## config.mk

```make
export PLATFORM = sky130hd
export DESIGN_NAME = texel_unpack_to_rgba8
export DESIGN_NICKNAME = d
export VERILOG_FILES = /design/src/rtl/core/tu_pkg.sv /design/src/rtl/core/texel_unpack_to_rgba8.sv /design/src/rtl/core/tu_cfg_regs.sv /design/src/rtl/core/tu_position.sv /design/src/rtl/core/tu_convert.sv
export VERILOG_INCLUDE_DIRS = /design/src /design/src/rtl/core
export SDC_FILE = /design/constraint.sdc
export NUM_CORES = 1
export LEC_CHECK = 0
export BUFFER_PORTS_ARGS = -buffer_cell sky130_fd_sc_hd__buf_2
export CAP_MARGIN = 5
export CORE_UTILIZATION = 40
export DETAILED_ROUTE_END_ITERATION = 6
export PLACE_DENSITY = 0.55
export SLEW_MARGIN = 20
export SYNTH_ARGS = -nofsm -noshare
export SYNTH_HDL_FRONTEND = slang
export SYNTH_HIERARCHICAL = 1
export SYNTH_SLANG_ARGS = --single-unit
```

## constraint.sdc

```tcl
create_clock -name clk -period 9 [get_ports clk]
set_input_delay 0.9 -clock clk [delete_from_list [all_inputs] [get_ports clk]]
set_output_delay 0.9 -clock clk [all_outputs]
set_load 0.02 [all_outputs]
```

## src/rtl/core/texel_unpack_to_rgba8_assert.svh

```systemverilog
// assertion macros for the texel unpacker
// used by texel_unpack_to_rgba8.sv; no other dependencies
`ifndef TEXEL_UNPACK_TO_RGBA8_ASSERT_SVH
`define TEXEL_UNPACK_TO_RGBA8_ASSERT_SVH
`ifndef SYNTHESIS
`define TU_ASSERT(label, clk, rst, prop) \
  label: assert property (@(posedge clk) disable iff (rst) prop) \
    else $error("texel_unpack_to_rgba8: assertion failed");
`define TU_ASSERT_NEVER(label, clk, rst, cond) \
  label: assert property (@(posedge clk) disable iff (rst) !(cond)) \
    else $error("texel_unpack_to_rgba8: forbidden condition seen");
`else
`define TU_ASSERT(label, clk, rst, prop)
`define TU_ASSERT_NEVER(label, clk, rst, cond)
`endif
`endif

```

## src/rtl/core/tu_pkg.sv

```systemverilog
// shared constants, codes and structs for the texel unpacker
// no dependencies; used by every module of the block
`timescale 1ns / 1ps

package tu_pkg;

  localparam int MAX_WIDTH  = 4096;
  localparam int MAX_HEIGHT = 4096;

  // configuration register widths
  localparam int DIM_W     = 13;
  localparam int CFG_W     = 13;
  localparam int CFG_IDX_W = 3;

  localparam int COL_W = $clog2(MAX_WIDTH + 1);
  localparam int HGT_W = $clog2(MAX_HEIGHT + 1);
  localparam int ROW_W = (MAX_HEIGHT > 1) ? $clog2(MAX_HEIGHT) : 1;
  // stride is at least the width, at most what the register holds
  localparam int STR_W = (COL_W > DIM_W) ? COL_W : DIM_W;
  localparam int POS_W = STR_W + 2;

  // register indexes
  localparam logic [CFG_IDX_W-1:0] REG_ORDER   = 3'd0;
  localparam logic [CFG_IDX_W-1:0] REG_PACKING = 3'd1;
  localparam logic [CFG_IDX_W-1:0] REG_WIDTH   = 3'd2;
  localparam logic [CFG_IDX_W-1:0] REG_HEIGHT  = 3'd3;
  localparam logic [CFG_IDX_W-1:0] REG_STRIDE  = 3'd4;

  // component order codes
  localparam logic [1:0] ORDER_RGB  = 2'd0;
  localparam logic [1:0] ORDER_RGBA = 2'd1;
  localparam logic [1:0] ORDER_BGR  = 2'd2;
  localparam logic [1:0] ORDER_BGRA = 2'd3;

  // packing codes
  localparam logic [1:0] PACK_BYTES = 2'd0;
  localparam logic [1:0] PACK_MSB   = 2'd1;
  localparam logic [1:0] PACK_LSB   = 2'd2;
  localparam logic [1:0] PACK_RSVD  = 2'd3;

  // bytes per source texel
  localparam logic [2:0] BPT_PACKED = 3'd2;
  localparam logic [2:0] BPT_RGB    = 3'd3;
  localparam logic [2:0] BPT_RGBA   = 3'd4;

  typedef struct packed {
    logic             skip;
    logic             has_alpha;
    logic             swapped;
    logic [1:0]       packing;
    logic [2:0]       bpt;
    logic [COL_W-1:0] width;
    logic [HGT_W-1:0] height;
    logic [POS_W-1:0] texel_bytes;
    logic [POS_W-1:0] row_bytes;
  } geom_t;

  typedef struct packed {
    logic        emit;
    logic        end_of_row;
    logic        end_of_image;
    logic [31:0] all_bytes;
  } texel_t;

  typedef struct packed {
    logic [7:0] red;
    logic [7:0] green;
    logic [7:0] blue;
    logic [7:0] alpha;
  } rgba_t;

endpackage

```

## src/rtl/core/texel_unpack_to_rgba8.sv

```systemverilog
// top level of the texel unpacker: input register, result register, handshake
// depends on tu_pkg, tu_cfg_regs, tu_position, tu_convert and the assert header
`timescale 1ns / 1ps
`include "texel_unpack_to_rgba8_assert.svh"

// Usage
// Raw upload bytes come in on data_byte with byte_valid/byte_stall; a transfer
// happens on a rising edge with byte_valid high and byte_stall low. Converted
// texels go out on red/green/blue/alpha with end_of_row and end_of_image under
// texel_valid/texel_stall, with the same transfer rule.
// Each byte first lands in an input register; the position logic and the
// converter work on it there and load any finished texel into the result
// register, from which it is offered. One byte is taken every cycle, set by
// the single input register feeding the single result register, unless a
// finished texel waits on a stalled result; bytes that finish no texel
// (partial texels, row padding, ignored formats) never wait on the output.
// When the receiver stalls, the result register holds its texel and one more
// byte may sit in the input register; a byte that would finish a texel waits
// there and byte_stall goes high until the result register frees up.
// Configuration writes on cfg_write/cfg_index/cfg_data take effect at once and
// belong between images, while no byte or texel is in flight.
// Reset (rst, synchronous) restores the register defaults (RGBA bytes, 1x1
// image, stride equal to width), clears all counters and drops both valids.

module texel_unpack_to_rgba8 (
  input  logic                         clk,
  input  logic                         rst,
  input  logic                         cfg_write,
  input  logic [tu_pkg::CFG_IDX_W-1:0] cfg_index,
  input  logic [tu_pkg::CFG_W-1:0]     cfg_data,
  input  logic                         byte_valid,
  output logic                         byte_stall,
  input  logic [7:0]                   data_byte,
  output logic                         texel_valid,
  input  logic                         texel_stall,
  output logic [7:0]                   red,
  output logic [7:0]                   green,
  output logic [7:0]                   blue,
  output logic [7:0]                   alpha,
  output logic                         end_of_row,
  output logic                         end_of_image
);

  tu_pkg::geom_t  geom;
  tu_pkg::texel_t info;
  tu_pkg::rgba_t  color;

  logic       held_valid;
  logic [7:0] held_byte;
  logic       out_free;
  logic       advance;
  logic       load_result;
  logic       byte_take;

  tu_cfg_regs u_cfg (
    .clk       (clk),
    .rst       (rst),
    .cfg_write (cfg_write),
    .cfg_index (cfg_index),
    .cfg_data  (cfg_data),
    .geom      (geom)
  );

  tu_position u_position (
    .clk       (clk),
    .rst       (rst),
    .step      (advance),
    .data_byte (held_byte),
    .geom      (geom),
    .info      (info)
  );

  tu_convert u_convert (
    .geom      (geom),
    .all_bytes (info.all_bytes),
    .color     (color)
  );

  always_comb begin
    out_free    = !texel_valid || !texel_stall;
    // a byte that finishes no texel never waits on the output side
    advance     = held_valid && (!info.emit || out_free);
    load_result = advance && info.emit;
    byte_stall  = held_valid && !advance;
    byte_take   = byte_valid && !byte_stall;
  end

  always_ff @(posedge clk) begin
    if (rst) begin
      held_valid <= 1'b0;
    end else if (byte_take) begin
      held_valid <= 1'b1;
    end else if (advance) begin
      held_valid <= 1'b0;
    end
  end

  always_ff @(posedge clk) begin
    if (byte_take) begin
      held_byte <= data_byte;
    end
  end

  always_ff @(posedge clk) begin
    if (rst) begin
      texel_valid <= 1'b0;
    end else if (load_result) begin
      texel_valid <= 1'b1;
    end else if (!texel_stall) begin
      texel_valid <= 1'b0;
    end
  end

  always_ff @(posedge clk) begin
    if (load_result) begin
      red          <= color.red;
      green        <= color.green;
      blue         <= color.blue;
      alpha        <= color.alpha;
      end_of_row   <= info.end_of_row;
      end_of_image <= info.end_of_image;
    end
  end

  // a byte held back is not dropped
  `TU_ASSERT(a_held_kept, clk, rst, byte_stall |=> held_valid)
  // a finished texel always shows up on the output
  `TU_ASSERT(a_result_loaded, clk, rst, load_result |=> texel_valid)
  // the last texel of the image also closes its row
  `TU_ASSERT_NEVER(a_eoi_without_eor, clk, rst, texel_valid && end_of_image && !end_of_row)
  // a result is never loaded over one that is still stalled
  `TU_ASSERT_NEVER(a_no_overwrite, clk, rst, load_result && texel_valid && texel_stall)

endmodule

```

## src/rtl/core/tu_cfg_regs.sv

```systemverilog
// configuration registers and the row geometry derived from them
// depends on tu_pkg
`timescale 1ns / 1ps

module tu_cfg_regs (
  input  logic                         clk,
  input  logic                         rst,
  input  logic                         cfg_write,
  input  logic [tu_pkg::CFG_IDX_W-1:0] cfg_index,
  input  logic [tu_pkg::CFG_W-1:0]     cfg_data,
  output tu_pkg::geom_t                geom
);

  logic [1:0]               component_order;
  logic [1:0]               texel_packing;
  logic [tu_pkg::DIM_W-1:0] image_width;
  logic [tu_pkg::DIM_W-1:0] image_height;
  logic [tu_pkg::DIM_W-1:0] source_row_length;

  logic [tu_pkg::COL_W-1:0] width;
  logic [tu_pkg::HGT_W-1:0] height;
  logic [tu_pkg::STR_W-1:0] stride;
  logic [tu_pkg::POS_W-1:0] stride_wide;
  logic [tu_pkg::POS_W-1:0] width_wide;
  logic [tu_pkg::POS_W-1:0] stride_bytes;
  logic [tu_pkg::POS_W-1:0] texel_bytes;
  logic [tu_pkg::POS_W-1:0] padded_sum;
  logic                     has_alpha;
  logic [2:0]               bpt;

  always_ff @(posedge clk) begin
    if (rst) begin
      component_order   <= tu_pkg::ORDER_RGBA;
      texel_packing     <= tu_pkg::PACK_BYTES;
      image_width       <= tu_pkg::DIM_W'(1);
      image_height      <= tu_pkg::DIM_W'(1);
      source_row_length <= '0;
    end else if (cfg_write) begin
      unique case (cfg_index)
        tu_pkg::REG_ORDER:   component_order   <= cfg_data[1:0];
        tu_pkg::REG_PACKING: texel_packing     <= cfg_data[1:0];
        tu_pkg::REG_WIDTH:   image_width       <= cfg_data[tu_pkg::DIM_W-1:0];
        tu_pkg::REG_HEIGHT:  image_height      <= cfg_data[tu_pkg::DIM_W-1:0];
        tu_pkg::REG_STRIDE:  source_row_length <= cfg_data[tu_pkg::DIM_W-1:0];
        default: ;
      endcase
    end
  end

  always_comb begin
    has_alpha = (component_order == tu_pkg::ORDER_RGBA) ||
                (component_order == tu_pkg::ORDER_BGRA);

    // zero counts as one, large values saturate
    if (image_width == '0)
      width = tu_pkg::COL_W'(1);
    else if (32'(image_width) > 32'(tu_pkg::MAX_WIDTH))
      width = tu_pkg::COL_W'(tu_pkg::MAX_WIDTH);
    else
      width = tu_pkg::COL_W'(image_width);

    if (image_height == '0)
      height = tu_pkg::HGT_W'(1);
    else if (32'(image_height) > 32'(tu_pkg::MAX_HEIGHT))
      height = tu_pkg::HGT_W'(tu_pkg::MAX_HEIGHT);
    else
      height = tu_pkg::HGT_W'(image_height);

    // a short or missing stride counts as the width
    if (source_row_length == '0 || 32'(source_row_length) < 32'(width))
      stride = tu_pkg::STR_W'(width);
    else
      stride = tu_pkg::STR_W'(source_row_length);

    if (texel_packing != tu_pkg::PACK_BYTES)
      bpt = tu_pkg::BPT_PACKED;
    else if (has_alpha)
      bpt = tu_pkg::BPT_RGBA;
    else
      bpt = tu_pkg::BPT_RGB;

    stride_wide = tu_pkg::POS_W'(stride);
    width_wide  = tu_pkg::POS_W'(width);
    case (bpt)
      tu_pkg::BPT_PACKED: begin
        stride_bytes = stride_wide << 1;
        texel_bytes  = width_wide << 1;
      end
      tu_pkg::BPT_RGB: begin
        stride_bytes = (stride_wide << 1) + stride_wide;
        texel_bytes  = (width_wide << 1) + width_wide;
      end
      default: begin
        stride_bytes = stride_wide << 2;
        texel_bytes  = width_wide << 2;
      end
    endcase
    // rows are padded to a multiple of four bytes
    padded_sum = stride_bytes + tu_pkg::POS_W'(3);

    geom.skip        = (texel_packing == tu_pkg::PACK_RSVD) ||
                       (texel_packing != tu_pkg::PACK_BYTES && !has_alpha);
    geom.has_alpha   = has_alpha;
    geom.swapped     = component_order[1];
    geom.packing     = texel_packing;
    geom.bpt         = bpt;
    geom.width       = width;
    geom.height      = height;
    geom.texel_bytes = texel_bytes;
    geom.row_bytes   = {padded_sum[tu_pkg::POS_W-1:2], 2'b00};
  end

endmodule

```

## src/rtl/core/tu_position.sv

```systemverilog
// row and texel position tracking, byte gathering and texel completion
// depends on tu_pkg
`timescale 1ns / 1ps

module tu_position (
  input  logic          clk,
  input  logic          rst,
  input  logic          step,
  input  logic [7:0]    data_byte,
  input  tu_pkg::geom_t geom,
  output tu_pkg::texel_t info
);

  logic [tu_pkg::POS_W-1:0] row_byte_position, row_byte_position_next;
  logic [23:0]              gathered_bytes, gathered_bytes_next;
  logic [1:0]               byte_in_texel, byte_in_texel_next;
  logic [tu_pkg::COL_W-1:0] column_index, column_index_next;
  logic [tu_pkg::ROW_W-1:0] row_index, row_index_next;

  logic                     in_row;
  logic                     texel_done;
  logic                     row_done;
  logic [tu_pkg::POS_W:0]   pos_inc;
  logic [tu_pkg::COL_W:0]   col_inc;
  logic [tu_pkg::HGT_W:0]   row_inc;
  logic [31:0]              new_byte;

  always_comb begin
    in_row     = (row_byte_position < geom.texel_bytes) && (column_index < geom.width);
    texel_done = ({1'b0, byte_in_texel} + 3'd1) >= geom.bpt;
    pos_inc    = {1'b0, row_byte_position} + (tu_pkg::POS_W + 1)'(1);
    col_inc    = {1'b0, column_index} + (tu_pkg::COL_W + 1)'(1);
    row_inc    = (tu_pkg::HGT_W + 1)'(row_index) + (tu_pkg::HGT_W + 1)'(1);
    row_done   = pos_inc >= {1'b0, geom.row_bytes};

    // last byte lands above the ones already gathered
    case (geom.bpt)
      tu_pkg::BPT_PACKED: new_byte = {16'h0, data_byte, 8'h0};
      tu_pkg::BPT_RGB:    new_byte = {8'h0, data_byte, 16'h0};
      default:            new_byte = {data_byte, 24'h0};
    endcase

    info.emit         = !geom.skip && in_row && texel_done;
    info.all_bytes    = {8'h0, gathered_bytes} | new_byte;
    info.end_of_row   = col_inc == {1'b0, geom.width};
    info.end_of_image = info.end_of_row && (row_inc == {1'b0, geom.height});
  end

  always_comb begin
    row_byte_position_next = row_byte_position;
    gathered_bytes_next    = gathered_bytes;
    byte_in_texel_next     = byte_in_texel;
    column_index_next      = column_index;
    row_index_next         = row_index;

    if (step && !geom.skip) begin
      if (in_row) begin
        if (texel_done) begin
          column_index_next   = col_inc[tu_pkg::COL_W-1:0];
          byte_in_texel_next  = '0;
          gathered_bytes_next = '0;
        end else begin
          case (byte_in_texel)
            2'd0:    gathered_bytes_next[7:0]   = gathered_bytes[7:0] | data_byte;
            2'd1:    gathered_bytes_next[15:8]  = gathered_bytes[15:8] | data_byte;
            2'd2:    gathered_bytes_next[23:16] = gathered_bytes[23:16] | data_byte;
            default: ;
          endcase
          byte_in_texel_next = byte_in_texel + 2'd1;
        end
      end

      if (row_done) begin
        row_byte_position_next = '0;
        column_index_next      = '0;
        byte_in_texel_next     = '0;
        gathered_bytes_next    = '0;
        // wrap to the first row so images can follow back to back
        if (row_inc >= {1'b0, geom.height})
          row_index_next = '0;
        else
          row_index_next = row_inc[tu_pkg::ROW_W-1:0];
      end else begin
        row_byte_position_next = pos_inc[tu_pkg::POS_W-1:0];
      end
    end
  end

  always_ff @(posedge clk) begin
    if (rst) begin
      row_byte_position <= '0;
      gathered_bytes    <= '0;
      byte_in_texel     <= '0;
      column_index      <= '0;
      row_index         <= '0;
    end else begin
      row_byte_position <= row_byte_position_next;
      gathered_bytes    <= gathered_bytes_next;
      byte_in_texel     <= byte_in_texel_next;
      column_index      <= column_index_next;
      row_index         <= row_index_next;
    end
  end

endmodule

```

## src/rtl/core/tu_convert.sv

```systemverilog
// component extraction: byte orders and 4444 nibble expansion to rgba8
// depends on tu_pkg
`timescale 1ns / 1ps

module tu_convert (
  input  tu_pkg::geom_t geom,
  input  logic [31:0]   all_bytes,
  output tu_pkg::rgba_t color
);

  logic [7:0] c0, c1, c2, c3;

  // n * 17 is the nibble repeated
  function automatic logic [7:0] expand(input logic [3:0] n);
    expand = {n, n};
  endfunction

  always_comb begin
    case (geom.packing)
      tu_pkg::PACK_MSB: begin
        c0 = expand(all_bytes[15:12]);
        c1 = expand(all_bytes[11:8]);
        c2 = expand(all_bytes[7:4]);
        c3 = expand(all_bytes[3:0]);
      end
      tu_pkg::PACK_LSB: begin
        c0 = expand(all_bytes[3:0]);
        c1 = expand(all_bytes[7:4]);
        c2 = expand(all_bytes[11:8]);
        c3 = expand(all_bytes[15:12]);
      end
      default: begin
        c0 = all_bytes[7:0];
        c1 = all_bytes[15:8];
        c2 = all_bytes[23:16];
        c3 = geom.has_alpha ? all_bytes[31:24] : 8'hFF;
      end
    endcase

    color.red   = geom.swapped ? c2 : c0;
    color.green = c1;
    color.blue  = geom.swapped ? c0 : c2;
    color.alpha = c3;
  end

endmodule
```

* Yosys cells after proc, flatten, opt, wreduce, memory -nomap -nowiden
Cells that the tools add are included.
Word-level totals: register bits 153, logic and storage cells 137, output and inout port bits 36, input bits 29
Operators by class: reduce and logical (&&, ||, !) cells 45, $add $sub $neg 8, equality and inequality tests 16, muxes and demuxes 35, bitwise gates (word level) 4, magnitude comparators 8
Operators with widths (count):
- two-way mux 13 bit | 8
- two-way mux 24 bit | 3
- one-hot mux 32 bit (2 select lines) | 1
- one-hot mux 8 bit (2 select lines) | 4
- one-hot mux 15 bit (2 select lines) | 2
- two-way mux 8 bit | 6
- zero test 13 bit | 3
- bitwise OR 24 x 32 -> 32 bit | 1
- adder 14 x 13 -> 15 bit | 2
- equality test 14 x 13 -> 1 bit | 2
- > comparator 13 bit, second input constant | 2
- < comparator 13 bit | 2
- bitwise OR 8 bit | 3
- adder 15 x 1 -> 16 bit, second input constant | 1
- >= comparator 16 x 15 -> 1 bit | 1
- adder 15 x 2 -> 15 bit, second input constant | 1
- < comparator 15 bit | 1
- two-way mux 15 bit | 1
- adder 13 x 1 -> 14 bit, second input constant | 1
- >= comparator 14 x 13 -> 1 bit | 1
- AND reduction 2 bit | 7
- adder 12 x 1 -> 13 bit, second input constant | 1
- equality test 3 x 2 -> 1 bit, second input constant | 4
- two-way mux 12 bit | 1
- other kinds (19) | 57

* Logic depth before layout (Yosys ltp)
Gate-level depths: netlist (run 1).
depth after elaboration 18, depth in mapped cells 35, gate-level depth less buffers 29

* Hierarchy
Netlist (run 1), hierarchy kept.
By module, submodules not included:
- tu_position | cells each 708, seq. area each 1321.3 µm², area each 5514.0 µm², times used 1
- tu_cfg_regs | cells each 617, seq. area each 860.8 µm², area each 4331.7 µm², times used 1
- texel_unpack_to_rgba8 | cells each 55, seq. area each 1301.2 µm², area each 1353.8 µm², times used 1
- tu_convert | cells each 93, seq. area each 0.0 µm², area each 671.9 µm², times used 1

* Least setup slack after synthesis (run 1)
OpenSTA, ideal clock, no wires.
path kind flip-flop to flip-flop, start register u_cfg/image_width[12] (netlist name), end register u_position.gathered_bytes[18], library setup time 104 ps, required time 8896 ps, clock period less this slack 7519 ps, path buffers 5, stages on the path, launching flop included 34, arrival time 7416 ps, path slack 1481 ps, path through dfxtp_1 buf_2 nor2b_1 inv_1 ha_1 nand4_1 nor3_2 nand4_2 a31oi_4 buf_6 clkbuf_1 o21ai_0 ha_1 fa_1 a211oi_1 o21ba_2 o21bai_1 xnor2_1 o21ai_0 a2bb2oi_1 nand4b_1 nor4_2 xnor2_1 inv_1 ha_1 nand3_1 or3_1 a211oi_1 or3_1 clkbuf_1 nor3_1 or2_0 buf_6 a2111oi_2
RTL lines:
- start, declared | line tu_cfg_regs.sv:16 | logic [tu_pkg::DIM_W-1:0] image_width;
- start signal, assigned | line tu_cfg_regs.sv:35 | image_width <= tu_pkg::DIM_W'(1);
- start signal, assigned | line tu_cfg_regs.sv:42 | tu_pkg::REG_WIDTH: image_width <= cfg_data[tu_pkg::DIM_W-1:0];
- end signal, assigned | line tu_position.sv:98 | gathered_bytes <= gathered_bytes_next;
- end, declared | line tu_position.sv:15 | logic [23:0] gathered_bytes, gathered_bytes_next;

==> impl_results.md, run 1 <==
- TritonRoute pass-1 iters: 5
- Most used DFF post-synth: dfxtp_1
- Root Driver: clkbuf_16
- # rows: 62
- Final Cycle Share: 0.898
- Worst Setup SP: u_cfg/image_width[12]
- Global Route met3 Usage: 0.0265
- Final Wtd Congestion: 0.910
- Worst slew pin tran: 889 ps
- Worst-path maximum fanout: 13
- CTS Buffer Depth: 2
- Remaining routing DRC violations: 0
- Initial DRC count: 742
- Routed length per instance: 17.2 um
- Worst path required time: 9310 ps
- Largest net degree at the start of global routing: 63
- Hold WC Path Type: flop to flop
- Ys Warns: 6
- M2 GR Usage: 0.359
- Die width: 174 um
- Die area: 0.0304 mm2
- DR vias: 10586
- Area of the multi-input gates: 0.00751 mm2
- CP max-delay cell: a2111oi_1
- Hold_ws: 451 ps
- Netlist cell types: 89
- Register area share after synthesis: 0.293
- Synthesized cell area: 0.0119 mm2
- Final Power: 1.71 mW
- Slowest stage delay, CP: 560 ps
- Final setup fails: 0
- Final antenna-violating net count: 0
- Post-layout util: 0.452
- Clock latency on the worst-skew pair: 430 ps
- DR vias/cell: 5.59
- Worst r2r src: u_cfg/image_width[12]
- EDFF count, synth: 42
- RSZ-0062 raised after global routing: false
- Starting Density: 0.410
- GRT Total Usage: 0.216
- Busiest grt layer: met2
- CP endpoint kind: flop
- Kind of critical path: flop to flop
- Final Slew Violations: 0
- Max IR drop VDD: 0.0898 mV
- Initial antenna violation count: 0
- Async SR Flop Fraction: 0
- Die Span Y: 174 um
- IO Count: 65
- Status: completed
- Max Clock Freq: 124 MHz
- Ratio of cells with drive above 1 in the final layout: 0.115
- Max-cap violation count: 0
- Post-CTS Hold Buffers: 0
- Final hold vios: 0
- HPWL Detailed: 24.9 mm
- Total CTS buffers: 17
- Hold Path Origin: u_position/row_index[11]
- Final WS setup: 914 ps
- Number of port buffers: 64
- Area delta synth->final: 10.2%
- Grt ovf: 0
- Nets: 1630
- H-Tree Depth: 4
- Placed cell count: 1859
- Number of global-route vias before repair: 10100
- Post-synth top area cell: dfxtp_1
- Max_slew headroom: 0.408
- CP Launch Type: flop
- Final WL: 32.5 mm
- Top cells by area, synth: dfxtp_1 19%, ha_1 11%, edfxtp_1 11%
- CP arrival: 8400 ps
- Layout Skew: 17.9 ps
- Cells after synthesis: 1473
- Finished layout cell area: 0.0131 mm2
- Fin crit period: 8090 ps
- Synthesis-stage register bit count: 153
- Met1 usage: 0.293
- Power per Cell Area: 131 mW/mm2
- CTS clock-pin slew for the worst setup and hold paths: 70 ps
- CTS tree: done
- First-pass GRT wire length: 53.1 mm
- Fill count: 2955
- Ant. Diodes: 0
- Post-synth top area share: 0.187
- Core ar.: 0.0289 mm2
- TNS Setup: 0 ps
- Leakage: 5.21 nW
- Post-place setup slack: 475 ps
- Register area: 0.00348 mm2
- Sinks on the clock net: 153
- Post-Syn Area per Cell: 8.06 um2
- Placement Cell Area: 0.0124 mm2
- Layout Cells excl Fill: 1893
## cell usage in the layout (no fill, tap or decap), types with 23 or more instances in the layout
master       n
a2111oi_2   24
o21ai_0     60
nor2b_1     25
a21oi_1    100
ha_1       103
nor2_1      89
buf_2       63
nand2_1    206
edfxtp_1    42
inv_1      135
nor3_1      38
nand3_1     52
xnor2_1     47
dfxtp_1    111
a211oi_1    23
## kinds of logic after synthesis
kind of cell	Yosys count	share of synthesized area
DFF	153	0.293
adders and majority gates	106	0.113
buffers and inverters	216	0.0769
other	1	0.000316
AOI/OAI and AO/OA	370	0.226
xor gates and xnor gates	64	0.0472
and+or+nand+nor	535	0.219
muxes	28	0.0243
## critical path: cells and delay by family, from the launching register on
family,cells,cell delay (ps)
AO/OA/AOI/OAI,5,1780
XOR/XNOR,1,160
adder cells (fa/ha/maj),3,980
buffers and inverters,5,940
flip-flops,1,390
multiplexers,1,350
AND/OR/NAND/NOR,15,3340
## layer usage
metal / vias to the layer above / share of wire / wire [um]
met5: - / 0 / 0
met4: 0 / 0.018 / 584
met3: 40 / 0.039 / 1260
met2: 232 / 0.47 / 15300
met1: 4993 / 0.47 / 15400
li1: 5321 / - / -
## power by group
| group | internal, mW | total, mW | switching (mW) |
|---|---|---|---|
| sequential | 0.723 | 0.743 | 0.0193 |
| combinational | 0.0913 | 0.249 | 0.158 |
| clock | 0.374 | 0.722 | 0.348 |
| total | 1.19 | 1.71 | 0.525 |
## cells in the mapped netlist, types with 16 or more instances
cell / count
a2111oi_2: 24
a211oi_1: 23
a21o_1: 20
a21oi_1: 102
and3_1: 16
clkbuf_1: 47
dfxtp_1: 111
edfxtp_1: 42
ha_1: 103
inv_1: 135
mux2i_1: 21
nand2_1: 206
nand3_1: 52
nand4_1: 20
nor2_1: 89
nor2b_1: 25
nor3_1: 39
o21a_1: 17
o21ai_0: 61
xnor2_1: 47
xor2_1: 17
## state kept, by name (all words and copies together) (netlist names), 8 cells and up
| name | count |
|---|---|
| alpha | 8 |
| blue | 8 |
| green | 8 |
| held_byte | 8 |
| red | 8 |
| u_cfg/image_height | 13 |
| u_cfg/image_width | 13 |
| u_cfg/source_row_length | 13 |
| u_position/column_index | 13 |
| u_position/gathered_bytes | 24 |
| u_position/row_byte_position | 15 |
| u_position/row_index | 12 |
## final timing paths
| path | to | slack, ps | cells past startpoint |
|---|---|---|---|
| setup / recovery | u_position/gathered_bytes[19] | 910 | 30 |
| hold / removal | u_position/row_index[11] | 450 | 2 |
| setup reg to reg | u_position/gathered_bytes[19] | 910 | 30 |
| hold reg to reg | u_position/row_index[11] | 450 | 2 |
## area by class of cell
| cell class | instances | area share |
|---|---|---|
| clock inverters | 15 | 0.0135 |
| well taps | 384 | 0.0367 |
| repair buffers | 82 | 0.0375 |
| multi-input cells | 1105 | 0.574 |
| clock buffers | 17 | 0.0325 |
| inverters | 137 | 0.0393 |
| flip-flops and latches | 153 | 0.266 |
## repair_timing
action | 4_1_cts | 5_1_grt
buffers inserted | 0 | 1
endpoints found under the setup margin | 0 | 31
resized for setup | 0 | 3
Power figures use the tool's default switching activity.
==> run 2: changes to the inputs <==
- CAP_MARGIN: 5 -> 20
- CORE_MARGIN: unset -> 8
==> impl_results.md, run 2 (same netlist as run 1, synthesis figures left out) <==
- Fin crit period: 8430 ps
- Max Clock Freq: 119 MHz
- CP arrival: 8790 ps
- Worst path required time: 9360 ps
- Max IR drop VDD: 0.129 mV
- Hold WC Path Type: flop to flop
- Final setup fails: 0
- Reg-to-Reg End: u_position/column_index[7]
- Number of port buffers: 64
- CP endpoint kind: flop
- H-Tree Depth: 4
- Ant. Diodes: 0
- Layout Cells excl Fill: 1903
- Starting Density: 0.404
- Worst slew pin tran: 1020 ps
- Kind of critical path: flop to flop
- Placed cell count: 1864
- Worst Reg-to-Reg Cells: 29
- Worst hold stages: 2
- Sinks on the clock net: 153
- Commonest non-fill, non-tap cells in the layout: 206 x nand2_1, 135 x inv_1, 111 x dfxtp_1
- HPWL Detailed: 25.5 mm
- Final Cycle Share: 0.937
- Remaining routing DRC violations: 0
- Final hold vios: 0
- Root Driver: clkbuf_16
- Leakage: 5.23 nW
- Layout Skew: 10.6 ps
- Final WL: 33.7 mm
- Status: completed
- Slowest stage delay, CP: 820 ps
- Final Slew Violations: 0
- Core ar.: 0.0294 mm2
- Ratio of cells with drive above 1 in the final layout: 0.115
- Most common cell after layout, fill and taps aside: nand2_1
- Hold Path Origin: u_position/row_index[11]
- CTS clock-pin slew for the worst setup and hold paths: 70 ps
- CTS Buffer Depth: 2
- CP Launch Type: flop
- Final Wtd Congestion: 0.891
- Area delta synth->final: 10.4%
- DR vias/cell: 5.58
- Largest Register: u_position/gathered_bytes
- Hold_ws: 453 ps
- Initial antenna violation count: 0
- IO Count: 65
- DR vias: 10624
- Post CTS Setup Buffer Count: 0
- Post-place setup slack: 614 ps
- Final WS setup: 567 ps
- GRT Total Usage: 0.189
- # rows: 63
- Grt ovf: 0
- Post-layout util: 0.446
- Total CTS buffers: 17
- Biggest regs: u_position/gathered_bytes (24), u_position/row_byte_position (15)
- Die Span Y: 188 um
- Nets: 1634
- CTS tree: done
- CP max-delay cell: a2111oi_0
- Die area: 0.0354 mm2
- Die width: 188 um
- Largest register FFs: 24
- Max_slew headroom: 0.320
- Clock latency on the worst-skew pair: 430 ps
- First-pass GRT wire length: 54.6 mm
- Power per Cell Area: 135 mW/mm2
- Reg2Reg Setup Slack: 570 ps
- Post-CTS sizing: 0
- Final Power: 1.77 mW
- Largest net degree at the start of global routing: 57
- Worst-path maximum fanout: 14
- Hold path endpoint: u_position/row_index[11]
- Initial DRC count: 738
- Final antenna-violating net count: 0
- Post-CTS Hold Buffers: 0
- TritonRoute pass-1 iters: 6
- Worst r2r src: u_cfg/image_width[12]
- Routed length per instance: 17.7 um
- Max-cap violation count: 0
- Number of global-route vias before repair: 10156
run 2: through the flow:
step / area [um2] / TNS (ps)
4_1_cts: 13100 / 0
5_1_grt: 13100 / -2.44
3_3_place_gp: 12400 / 0
3_5_place_dp: 12400 / 0
2_1_floorplan: 11900 / 0
6_report: 13100 / 0
run 2: critical path, delay by kind of cell (launching register included):
family,cells,cell delay (ps)
compound gates,7,2180
xor+xnor,1,160
fa+ha+maj,3,1010
buf+inv,4,700
flops,1,390
mux,1,340
simple gates,13,3560
run 2: how the worst max path moves through the flow:
stage                          startpoint  slack (ps)                             to
global route        u_cfg/image_width[12]          -2     u_position/column_index[7]
finish              u_cfg/image_width[12]         570     u_position/column_index[7]
floorplan           u_cfg/image_width[12]        1480  u_position/gathered_bytes[18]
CTS                 u_cfg/image_width[12]         540  u_position/gathered_bytes[22]
detailed placement  u_cfg/image_width[12]         610     u_position/column_index[7]
global placement    u_cfg/image_width[12]         830     u_position/column_index[7]
run 2: cell type report:
cell class | instances | area, um2
inverters | 137 | 514
repair buffers | 86 | 488
clock buffers | 19 | 433
well taps | 390 | 488
clock inverters | 13 | 190
flip-flops and latches | 153 | 3480
fillers | 2973 | 16300
multi-input cells | 1105 | 7510
run 2: power breakdown:
part           leakage [nW]  switching, mW  internal (mW)
registers              1.30         0.0186          0.724
clock network         0.299          0.306          0.468
logic                  3.63          0.161         0.0932
run 2: per-layer routing:
metal / vias up / track usage / share of wire
met2: 254 / 0.317 / 0.48
met1: 5005 / 0.241 / 0.46
li1: 5318 / - / -
met5: - / 0 / 0
met3: 47 / 0.0322 / 0.042
met4: 0 / 0.0645 / 0.023
